--- src/design/abtp_pkg.sv ---
// Shared types and constants of the aligned block transfer planner.
// Depends on nothing; used by the top level and its checker.
package abtp_pkg;

    localparam int OFFSET_W = 48;
    localparam int COUNT_W  = 21;
    localparam int KIND_W   = 2;
    localparam int BOUNCE_W = 16;
    localparam int CALLER_W = 20;
    localparam int COPY_W   = 17;

    // Items per request, terminal item included.
    localparam int RESULT_LIMIT = 21;
    localparam int ITEM_CNT_W   = $clog2(RESULT_LIMIT + 1);

    localparam logic [KIND_W-1:0] KIND_READ  = 2'd0;
    localparam logic [KIND_W-1:0] KIND_WRITE = 2'd1;
    localparam logic [KIND_W-1:0] KIND_END   = 2'd2;

    localparam logic OPC_READ  = 1'b0;
    localparam logic OPC_WRITE = 1'b1;

    localparam logic CFG_CAPACITY = 1'b0;
    localparam logic CFG_MODE     = 1'b1;

    typedef enum logic [3:0] {
        S_IDLE,
        S_PASS,
        S_CALC,
        S_CHK,
        S_CLIP,
        S_RD,
        S_COMB,
        S_HEAD,
        S_TAIL,
        S_WR,
        S_TERM
    } state_t;

endpackage

--- src/design/aligned_block_transfer_planner.sv ---
// Aligned block transfer planner: splits a byte request into aligned device operations.
// An accepted request goes through S_CALC and S_CHK (and S_CLIP for a clipped read)
// before its first word; pass-through and zero-length requests go straight to S_PASS or
// S_TERM. Each chunk repeats this setup before its words. The block takes one request at
// a time and holds req_stall until its terminal word is loaded; item_stall holds words.
// Reset (rst_n low, asynchronous): capacity 0, aligned mode on, sequencer idle.
module aligned_block_transfer_planner #(
    parameter int ALIGN_BYTES       = 4096,
    parameter int BOUNCE_BYTES      = 65536,
    parameter int MAX_REQUEST_BYTES = 1048576
) (
    input  logic                              clk,
    input  logic                              rst_n,
    // configuration
    input  logic                              cfg_valid,
    output logic                              cfg_ready,
    input  logic                              cfg_index,
    input  logic [abtp_pkg::OFFSET_W-1:0]     cfg_data,
    // requests
    input  logic                              req_valid,
    output logic                              req_stall,
    input  logic                              opcode,
    input  logic [abtp_pkg::OFFSET_W-1:0]     byte_offset,
    input  logic [abtp_pkg::COUNT_W-1:0]      byte_count,
    // device operations
    output logic                              item_valid,
    input  logic                              item_stall,
    output logic [abtp_pkg::KIND_W-1:0]       op_kind,
    output logic [abtp_pkg::OFFSET_W-1:0]     device_offset,
    output logic [abtp_pkg::COUNT_W-1:0]      span_bytes,
    output logic [abtp_pkg::BOUNCE_W-1:0]     bounce_offset,
    output logic [abtp_pkg::CALLER_W-1:0]     caller_offset,
    output logic [abtp_pkg::COPY_W-1:0]       copy_bytes,
    output logic                              status,
    output logic                              last
);
    import abtp_pkg::*;

    localparam int ALIGN_LG = $clog2(ALIGN_BYTES);
    localparam int LEN_W    = $clog2(MAX_REQUEST_BYTES + 1);
    localparam int CHUNK_W  = $clog2(BOUNCE_BYTES + 2 * ALIGN_BYTES + 1);
    localparam int OFF_W    = OFFSET_W + 1;
    localparam int END_W    = OFFSET_W + 2;

    localparam logic [CHUNK_W-1:0] ALIGN_C  = CHUNK_W'(ALIGN_BYTES);
    localparam logic [CHUNK_W-1:0] AMASK_C  = CHUNK_W'(ALIGN_BYTES - 1);
    localparam logic [CHUNK_W-1:0] BOUNCE_C = CHUNK_W'(BOUNCE_BYTES);

    state_t state_reg, state_next;

    logic [OFFSET_W-1:0]   capacity_reg;
    logic                  mode_reg;
    logic                  item_valid_reg, item_valid_next;
    logic [ITEM_CNT_W-1:0] cnt_reg, cnt_next;
    logic                  err_reg, err_next;

    logic                  op_reg, op_next;
    logic [OFF_W-1:0]      off_reg, off_next;
    logic [LEN_W-1:0]      len_reg, len_next;
    logic [LEN_W-1:0]      done_reg, done_next;
    logic [CHUNK_W-1:0]    want_reg, want_next;
    logic [CHUNK_W-1:0]    sum_reg, sum_next;
    logic [CHUNK_W-1:0]    span_reg, span_next;
    logic                  skip_nz_reg, skip_nz_next;
    logic                  tail_nz_reg, tail_nz_next;

    logic [KIND_W-1:0]     kind_reg, kind_next;
    logic [OFFSET_W-1:0]   dev_reg, dev_next;
    logic [COUNT_W-1:0]    spanout_reg, spanout_next;
    logic [BOUNCE_W-1:0]   bpos_reg, bpos_next;
    logic [CALLER_W-1:0]   cpos_reg, cpos_next;
    logic [COPY_W-1:0]     copy_reg, copy_next;
    logic                  status_reg, status_next;
    logic                  last_reg, last_next;

    logic [OFF_W-1:0]      base;
    logic [ALIGN_LG-1:0]   skip;
    logic [CHUNK_W-1:0]    room;
    logic [CHUNK_W-1:0]    want_c;
    logic [CHUNK_W-1:0]    sum_c;
    logic [END_W-1:0]      chunk_end;
    logic [OFFSET_W-1:0]   cap_diff;
    logic [CHUNK_W-1:0]    lastblk;
    logic [LEN_W-1:0]      len_in;
    logic [LEN_W-1:0]      len_left;
    logic                  can_load;
    logic                  budget_out;

    assign cfg_ready = 1'b1;
    assign req_stall = (state_reg != S_IDLE);

    assign item_valid    = item_valid_reg;
    assign op_kind       = kind_reg;
    assign device_offset = dev_reg;
    assign span_bytes    = spanout_reg;
    assign bounce_offset = bpos_reg;
    assign caller_offset = cpos_reg;
    assign copy_bytes    = copy_reg;
    assign status        = status_reg;
    assign last          = last_reg;

    // Chunk geometry, taken from the current running offset and the remaining length.
    assign base   = {off_reg[OFF_W-1:ALIGN_LG], {ALIGN_LG{1'b0}}};
    assign skip   = off_reg[ALIGN_LG-1:0];
    assign room   = BOUNCE_C - CHUNK_W'(skip);
    assign want_c = (32'(len_reg) < 32'(room)) ? CHUNK_W'(len_reg) : room;
    assign sum_c  = CHUNK_W'(skip) + want_c;

    assign chunk_end = END_W'(base) + END_W'(span_reg);
    assign cap_diff  = capacity_reg - base[OFFSET_W-1:0];
    assign lastblk   = span_reg - ALIGN_C;
    assign len_left  = len_reg - LEN_W'(want_reg);

    assign len_in = (32'(byte_count) > 32'(MAX_REQUEST_BYTES)) ?
                    LEN_W'(MAX_REQUEST_BYTES) : LEN_W'(byte_count);

    assign can_load   = !item_valid_reg || !item_stall;
    assign budget_out = (cnt_reg >= ITEM_CNT_W'(RESULT_LIMIT - 1));

    always_comb
    begin
        state_next      = state_reg;
        item_valid_next = item_valid_reg && item_stall;
        cnt_next        = cnt_reg;
        err_next        = err_reg;
        op_next         = op_reg;
        off_next        = off_reg;
        len_next        = len_reg;
        done_next       = done_reg;
        want_next       = want_reg;
        sum_next        = sum_reg;
        span_next       = span_reg;
        skip_nz_next    = skip_nz_reg;
        tail_nz_next    = tail_nz_reg;
        kind_next       = kind_reg;
        dev_next        = dev_reg;
        spanout_next    = spanout_reg;
        bpos_next       = bpos_reg;
        cpos_next       = cpos_reg;
        copy_next       = copy_reg;
        status_next     = status_reg;
        last_next       = last_reg;

        case (state_reg)
            S_IDLE:
            begin
                if (req_valid)
                begin
                    op_next   = opcode;
                    off_next  = {1'b0, byte_offset};
                    len_next  = len_in;
                    done_next = '0;
                    cnt_next  = '0;
                    err_next  = 1'b0;
                    if (len_in == '0)
                        state_next = S_TERM;
                    else if (!mode_reg)
                        state_next = S_PASS;
                    else
                        state_next = S_CALC;
                end
            end
            S_PASS:
            begin
                if (can_load)
                begin
                    item_valid_next = 1'b1;
                    kind_next       = op_reg ? KIND_WRITE : KIND_READ;
                    dev_next        = off_reg[OFFSET_W-1:0];
                    spanout_next    = COUNT_W'(len_reg);
                    bpos_next       = '0;
                    cpos_next       = '0;
                    copy_next       = '0;
                    status_next     = 1'b0;
                    last_next       = 1'b0;
                    cnt_next        = cnt_reg + ITEM_CNT_W'(1);
                    state_next      = S_TERM;
                end
            end
            S_CALC:
            begin
                if (32'(skip) >= 32'(BOUNCE_BYTES))
                begin
                    err_next   = 1'b1;
                    state_next = S_TERM;
                end
                else
                begin
                    want_next    = want_c;
                    sum_next     = sum_c;
                    span_next    = (sum_c + AMASK_C) & ~AMASK_C;
                    skip_nz_next = (skip != '0);
                    tail_nz_next = ((sum_c & AMASK_C) != '0);
                    state_next   = S_CHK;
                end
            end
            S_CHK:
            begin
                if (op_reg == OPC_READ)
                    state_next = (chunk_end > END_W'(capacity_reg)) ? S_CLIP : S_RD;
                else if (chunk_end > END_W'(capacity_reg))
                begin
                    err_next   = 1'b1;
                    state_next = S_TERM;
                end
                else if (skip_nz_reg && tail_nz_reg && span_reg == (ALIGN_C << 1))
                    state_next = S_COMB;
                else if (skip_nz_reg)
                    state_next = S_HEAD;
                else if (tail_nz_reg)
                    state_next = S_TAIL;
                else
                    state_next = S_WR;
            end
            S_CLIP:
            begin
                // The clipped span is below the aligned span, so it fits a chunk.
                if (base >= {1'b0, capacity_reg} || CHUNK_W'(cap_diff) < sum_reg)
                begin
                    err_next   = 1'b1;
                    state_next = S_TERM;
                end
                else
                begin
                    span_next  = CHUNK_W'(cap_diff);
                    state_next = S_RD;
                end
            end
            S_RD, S_WR:
            begin
                if (can_load)
                begin
                    if (budget_out)
                    begin
                        err_next   = 1'b1;
                        state_next = S_TERM;
                    end
                    else
                    begin
                        item_valid_next = 1'b1;
                        kind_next    = (state_reg == S_WR) ? KIND_WRITE : KIND_READ;
                        dev_next     = base[OFFSET_W-1:0];
                        spanout_next = COUNT_W'(span_reg);
                        bpos_next    = '0;
                        cpos_next    = CALLER_W'(done_reg);
                        copy_next    = COPY_W'(want_reg);
                        status_next  = 1'b0;
                        last_next    = 1'b0;
                        cnt_next     = cnt_reg + ITEM_CNT_W'(1);
                        off_next     = off_reg + OFF_W'(want_reg);
                        len_next     = len_left;
                        done_next    = done_reg + LEN_W'(want_reg);
                        state_next   = (len_left == '0) ? S_TERM : S_CALC;
                    end
                end
            end
            S_COMB, S_HEAD, S_TAIL:
            begin
                if (can_load)
                begin
                    if (budget_out)
                    begin
                        err_next   = 1'b1;
                        state_next = S_TERM;
                    end
                    else
                    begin
                        item_valid_next = 1'b1;
                        kind_next    = KIND_READ;
                        dev_next     = base[OFFSET_W-1:0];
                        spanout_next = COUNT_W'(ALIGN_C);
                        bpos_next    = '0;
                        cpos_next    = '0;
                        copy_next    = '0;
                        status_next  = 1'b0;
                        last_next    = 1'b0;
                        cnt_next     = cnt_reg + ITEM_CNT_W'(1);
                        state_next   = S_WR;
                        if (state_reg == S_COMB)
                            spanout_next = COUNT_W'(span_reg);
                        else if (state_reg == S_TAIL)
                        begin
                            dev_next  = OFFSET_W'(base + OFF_W'(lastblk));
                            bpos_next = BOUNCE_W'(lastblk);
                        end
                        else if (tail_nz_reg && lastblk != '0)
                            state_next = S_TAIL;
                    end
                end
            end
            S_TERM:
            begin
                if (can_load)
                begin
                    item_valid_next = 1'b1;
                    kind_next    = KIND_END;
                    dev_next     = '0;
                    spanout_next = '0;
                    bpos_next    = '0;
                    cpos_next    = '0;
                    copy_next    = '0;
                    status_next  = err_reg;
                    last_next    = 1'b1;
                    state_next   = S_IDLE;
                end
            end
            default:
            begin
                state_next = S_IDLE;
            end
        endcase
    end

    always_ff @(posedge clk or negedge rst_n)
    begin
        if (!rst_n)
            state_reg <= S_IDLE;
        else
            state_reg <= state_next;
    end

    always_ff @(posedge clk or negedge rst_n)
    begin
        if (!rst_n)
        begin
            capacity_reg   <= '0;
            mode_reg       <= 1'b1;
            item_valid_reg <= 1'b0;
            cnt_reg        <= '0;
            err_reg        <= 1'b0;
        end
        else
        begin
            if (cfg_valid && cfg_ready)
            begin
                if (cfg_index == CFG_CAPACITY)
                    capacity_reg <= cfg_data;
                else
                    mode_reg <= cfg_data[0];
            end
            item_valid_reg <= item_valid_next;
            cnt_reg        <= cnt_next;
            err_reg        <= err_next;
        end
    end

    always_ff @(posedge clk)
    begin
        op_reg      <= op_next;
        off_reg     <= off_next;
        len_reg     <= len_next;
        done_reg    <= done_next;
        want_reg    <= want_next;
        sum_reg     <= sum_next;
        span_reg    <= span_next;
        skip_nz_reg <= skip_nz_next;
        tail_nz_reg <= tail_nz_next;
        kind_reg    <= kind_next;
        dev_reg     <= dev_next;
        spanout_reg <= spanout_next;
        bpos_reg    <= bpos_next;
        cpos_reg    <= cpos_next;
        copy_reg    <= copy_next;
        status_reg  <= status_next;
        last_reg    <= last_next;
    end

endmodule

--- config.mk ---
export PLATFORM = sky130hd
export DESIGN_NAME = aligned_block_transfer_planner
export DESIGN_NICKNAME = d
export VERILOG_FILES = /design/src/design/abtp_pkg.sv /design/src/design/aligned_block_transfer_planner.sv
export SDC_FILE = /design/constraint.sdc
export NUM_CORES = 1
export LEC_CHECK = 0
export ABC_AREA = 1
export BUFFER_PORTS_ARGS = -buffer_cell sky130_fd_sc_hd__buf_2
export CORE_ASPECT_RATIO = 0.75
export CORE_MARGIN = 8
export CORE_UTILIZATION = 55
export CTS_BUF_LIST = sky130_fd_sc_hd__clkbuf_2
export CTS_CLUSTER_DIAMETER = 100
export CTS_CLUSTER_SIZE = 16
export DETAILED_ROUTE_END_ITERATION = 8
export PLACE_DENSITY = 0.81
export SYNTH_ARGS = -nofsm -noshare
export SYNTH_HDL_FRONTEND = slang
export SYNTH_SLANG_ARGS = --single-unit
export TNS_END_PERCENT = 20
--- constraint.sdc ---
create_clock -name clk -period 19.3 [get_ports clk]
set_input_delay 0.965 -clock clk [delete_from_list [all_inputs] [get_ports clk]]
set_output_delay 0.965 -clock clk [all_outputs]
set_load 0.01 [all_outputs]
# ---- Yosys cells after proc, flatten, opt, wreduce, memory -nomap -nowiden
# Cells that the tools add are included.
dict set report totals {
  regBits 331
  inputBits 124
}
dict set report classes {
  mux 106
  addsub 11
  bitwise 1
  magnitude_cmp 6
  reduce_logical 37
  n_eq_ne 26
}
# op count
set op_table {}
lappend op_table {{48-bit two-way mux} 8}
lappend op_table {{21-bit two-way mux} 13}
lappend op_table {{48-bit one-hot mux with 4 select lines} 1}
lappend op_table {{49-bit two-way mux} 3}
lappend op_table {{17-bit two-way mux} 8}
lappend op_table {{16-bit two-way mux} 7}
lappend op_table {{20-bit two-way mux} 5}
lappend op_table {{49-bit one-hot mux with 2 select lines} 1}
lappend op_table {{21-bit one-hot mux with 2 select lines} 2}
lappend op_table {{21-bit one-hot mux with 4 select lines} 1}
lappend op_table {{20-bit one-hot mux with 3 select lines} 1}
lappend op_table {{4-bit two-way mux} 13}
lappend op_table {{17-bit one-hot mux with 3 select lines} 1}
lappend op_table {{49-bit by 17-bit adder with 50-bit output} 1}
lappend op_table {{50-bit by 48-bit greater-than comparator with 1-bit output} 1}
lappend op_table {{49-bit by 17-bit adder with 49-bit output} 1}
lappend op_table {{49-bit by 48-bit greater-or-equal comparator with 1-bit output} 1}
lappend op_table {{48-bit by 17-bit adder with 48-bit output} 1}
lappend op_table {{16-bit one-hot mux with 3 select lines} 1}
lappend op_table {{21-bit logical NOT} 2}
lappend op_table {{17-bit one-hot mux with 2 select lines} 1}
lappend op_table {{17-bit nonzero test} 2}
lappend op_table {{4-bit one-hot mux with 8 select lines} 1}
lappend op_table {{2-bit != test, second input constant} 12}
lappend op_table {{other kinds (43)} 99}

# ---- Longest topological paths before layout
dict set report depth {
  word_depth 9
  mapped_depth 39
}

# ---- Worst setup path after synthesis
# No wires, ideal clock.
dict set report synth_path {
  kind {register to register}
  start {register state_reg[0]}
  end {register dev_reg[0] (netlist: device_offset[0]) (enable)}
  stages_incl_launch_ff 8
  setup_slack_ns 12.205
  t_arrival_ns 6.489
  period_less_slack_ns 7.095
  setup_ns 0.606
  n_path_buf 2
  path_cell_list {dfrtp_1 -> buf_4 -> nor2_1 -> inv_2 -> nor2_1 -> nor2_1 -> clkbuf_1 -> a211oi_1}
}
dict set report synth_between {
  elab_chain_len 4
  elab_cells_between_ends 17
}
# item line_no
set synth_lines {}
lappend synth_lines {{start: declaration} aligned_block_transfer_planner.sv:49} ;# state_t state_reg, state_next;
lappend synth_lines {{start signal: assignment} aligned_block_transfer_planner.sv:319} ;# state_reg <= state_next;
lappend synth_lines {{4-bit by 3-bit equality test with 1-bit output / 4-bit equality test (equally long branches)} aligned_block_transfer_planner.sv:144} ;# case (state_reg)
lappend synth_lines {{3-bit OR reduction / 2-bit OR reduction (equally long branches)} aligned_block_transfer_planner.sv:144}
lappend synth_lines {{4-bit nonzero test (no line) / 2-bit != test (equally long branches)} --}
lappend synth_lines {{7-bit AND reduction (no line) (*)} --}
lappend synth_lines {{end signal: assignment} aligned_block_transfer_planner.sv:359} ;# dev_reg <= dev_next;
lappend synth_lines {{end: declaration} aligned_block_transfer_planner.sv:68} ;# logic [OFFSET_W-1:0] dev_reg, dev_next;
# Every way passes the cells marked *; elsewhere a longest branch is shown, timed or not.
# A chain may end at the register's enable or synchronous reset.

# ---- Final worst setup path
dict set report layout_path {
  start {register off_reg[1]}
  end {register span_reg[16] (data pin)}
}
dict set report layout_between {
  elab_chain_len 6
}
# item line_no
set layout_lines {}
lappend layout_lines {{start: declaration} aligned_block_transfer_planner.sv:58} ;# logic [OFF_W-1:0] off_reg, off_next;
lappend layout_lines {{start signal: assignment} aligned_block_transfer_planner.sv:350} ;# off_reg <= off_next;
lappend layout_lines {{17-bit by 12-bit subtractor with 17-bit output} aligned_block_transfer_planner.sv:105} ;# assign room = BOUNCE_C - CHUNK_W'(skip);
lappend layout_lines {{21-bit by 17-bit less-than comparator with 1-bit output} aligned_block_transfer_planner.sv:106} ;# assign want_c = (32'(len_reg) < 32'(room)) ? CHUNK_W'(len_reg) : room;
lappend layout_lines {{17-bit two-way mux} aligned_block_transfer_planner.sv:106}
lappend layout_lines {{via want_c[0]} aligned_block_transfer_planner.sv:79} ;# logic [CHUNK_W-1:0] want_c;
lappend layout_lines {{12-bit by 17-bit adder with 17-bit output} aligned_block_transfer_planner.sv:107} ;# assign sum_c = CHUNK_W'(skip) + want_c;
lappend layout_lines {{17-bit by 12-bit adder with 17-bit output} aligned_block_transfer_planner.sv:191} ;# span_next = (sum_c + AMASK_C) & ~AMASK_C;
lappend layout_lines {{17-bit one-hot mux with 2 select lines} aligned_block_transfer_planner.sv:144}
lappend layout_lines {{via span_next[16]} aligned_block_transfer_planner.sv:63} ;# logic [CHUNK_W-1:0] span_reg, span_next;
lappend layout_lines {{end signal: assignment} aligned_block_transfer_planner.sv:355} ;# span_reg <= span_next;
lappend layout_lines {{end: declaration} aligned_block_transfer_planner.sv:63}
# The timed path passes the listed nets, and every way through them passes these cells.

==> flow_summary.yaml <==
status:
  outcome: "complete, no violations"
pwr:
  p_clk_share_pct: 6.5
  power_density_mw_per_mm2: 189
  p_total_mw: 4.69
  sequentialPowerShare_pct: 33.3
  ir_drop_uv: 125
  cell_internal_pwr_mw: 2.21
  p_leak_nw: 11.7
  combPwrFrac_pct: 60.2
  p_sw_share_pct: 52.9
  p_switching_mw: 2.48
grt:
  grt_max_degree: 99
  grt_overflow: 0
  grt_pass1_vias: 20154
  antenna_found_initial: 5
  grt_pass1_wl_um: 122000
  track_usage_pct: 33.6
layout:
  final_cells: 3563
  final_nets: 3346
  layout-drive-gt1-share_pct: 12.7
  largest_reg_flops: 49
  stdcell_area_mm2: 0.0249
  syn2layout_area_growth_pct: 10.2
  post-route-util_pct: 61.2
critical_path:
  max_stage_delay_ns: 0.56
  arrival_ns: 6.94
  cp-end-kind: "flop"
  cp_data_required_time_ns: 20.19
  cp-start-kind: "flop"
  path_max_fanout: 31
  path_class: "reg -> reg"
  cpMostUsedCell: "nand2_1"
  reg2reg_depth: 34
  slowest_stage: "edfxtp_1"
placed_design:
  place_congestion: 1.07
  hpwlAfterDp_um: 65800
  dp_slack_ns: 13.37
  dp_cells: 3495
  postPlaceCellArea_mm2: 0.0244
  port_buffers: 251
clock_network:
  insertion_delay_ns: 1.23
  clk_pin_slew_worst_paths_ns: 0.41
  cts_tree: "built"
  clock_sinks: 330
  h-tree-depth: 1
  numCtsBuffers: 24
  cts_buffer_depth: 3
  cts-root-buf: "clkbuf_2"
  cts_setup_buffers: 0
sta:
  worst_slew_pin_slew_ns: 1.37
  rsz0062_at_grt: "no"
  finClkSkew_ns: 0.194
  max_clock_freq_ghz: 0.165
  finalSetupViolations: 0
  slew_headroom_pct: 8.57
  whs_ns: 0.0611
  fin_crit_sh_pct: 31.3
  fin_crit_ns: 6.05
  slew_violations: 0
  setup_tns_ns: 0
  setup_ws_ns: 13.25
  finalHoldViolCount: 0
logic_synthesis:
  ys.flop_type: "edfxtp_1"
  synthSimpleGateAreaFrac_pct: 22.3
  yosysWarnings: 0
  synthArstFlopShare_pct: 18.2
  synth_common_cells: "nand2_1 (540), inv_1 (398), nor2_1 (334), edfxtp_1 (270), a21oi_1 (232)"
  synthTopCellsByArea: "edfxtp_1 (36%), ha_1 (11%), nand2_1 (9.0%)"
  synthAdderAreaFrac_pct: 11.7
  yosysUniqueCellTypes: 61
  netlist_area_mm2: 0.0226
  synthXorXnorAreaFrac_pct: 3.57
  synth.avg_cell_area_um2: 8.19
  yosysMostFrequentCell: "nand2_1"
  yosysSeqAreaShare_pct: 42.6
  synth.area.mux_share_pct: 0
  syn_nets: 3086
  synth_top_area_share_pct: 35.9
  synth_compound_area_share_pct: 11.9
  synth_top_area_cell: "edfxtp_1"
  synth_top_family_by_area: "simple AND/OR/NAND/NOR gates"
  yosys_register_bits: 330
  synth_edf_count: 270
  synthCells: 2756
detailed_routing:
  drt-initial-drc-count: 2636
  drtPass1Iterations: 9
  vias: 21005
  avgRoutedWirePerCell_um: 23.1
  via_per_inst: 5.90
  drc: 0
  antenna_left: 0
  totalWireLength_um: 82300
floorplanning:
  die_area_mm2: 0.0478
  die_x_um: 250
  rows: 64
  initial_core_util_pct: 55.6
  ios: 253
  chipHeight_um: 191
  core_mm2: 0.0406
worst_hold_path:
  hold_depth: 3
  min_path_type: "in -> reg"
run:
  cap_violations: 0
cells by family after synthesis:
group | count (synthesis)
AND/OR/NAND/NOR | 1170
other | 1
buffers and inverters | 467
flip-flops | 330
XOR/XNOR | 92
adder cells (fa/ha/maj) | 206
AO/OA/AOI/OAI | 490
cell type report:
class | instances | area [um^2]
fill | 3618 | 15700
multi-input combinational | 1959 | 11200
sequential | 330 | 9610
timing repair buffer | 289 | 1600
inverter | 412 | 1550
tap | 528 | 661
clock buffer | 43 | 215
clock inverter | 1 | 8.76
antenna | 1 | 2.50
power by group through the flow:
stage	Sequential, mW	Combinational, mW	Clock [mW]
global placement	1.55	2.67	0
detailed placement	1.56	2.74	0
CTS	1.54	2.76	0.307
global route	1.58	3.13	0.325
finish	1.56	2.82	0.303
floorplan	1.55	1.80	0
what timing repair did:
action / CTS / global route
hold buffers: 23 / 0
resized for setup: 0 / 0
endpoints found under the hold margin: 40 / 0
critical path: cells and delay by family (launching register included):
kind | cells | cell delay, ns
simple gates | 23 | 2.93
fa+ha+maj | 4 | 1.20
compound gates | 3 | 0.61
flops | 1 | 0.56
buf+inv | 4 | 0.51
cells in the final DEF, fill, tap and decap left out, types with 16 or more instances in the layout:
master and instances:
clkbuf_2 43, inv_1 398, buf_2 251, dlygate4sd3_1 23
o22ai_1 33, a21oi_1 231, nand2_2 17, nor2_1 332
nand3_1 130, dfrtp_1 59, nand2_1 539, nand4_1 52
nor3_1 36, ha_1 199, edfxtp_1 270, xor2_1 82
o21ai_0 143, a31oi_1 16
per-layer routing:
layer	GRT usage, %	up-vias	share of wire, %
met5	1.94	-	0.23
met4	7.35	12	2.3
met3	13.5	114	15
met2	44.8	1178	38
met1	49.8	9925	45
li1	-	9776	-
final timing paths:
kind	to	slack (ns)	start
hold reg to reg	err_reg$_DFFE_PN0P_	0.55	err_reg$_DFFE_PN0P_
min in group asynchronous	state_reg[0]$_DFFE_PN0P_	0.49	rst_n
hold / removal	off_reg[16]$_DFFE_PP_	0.06	byte_offset[16]
max in group asynchronous	capacity_reg[14]$_DFFE_PN0P_	18.16	rst_n
setup reg to reg	span_reg[16]$_DFFE_PP_	13.25	off_reg[1]$_DFFE_PP_
setup / recovery	span_reg[16]$_DFFE_PP_	13.25	off_reg[1]$_DFFE_PP_
(Power assumes the default switching activity.)
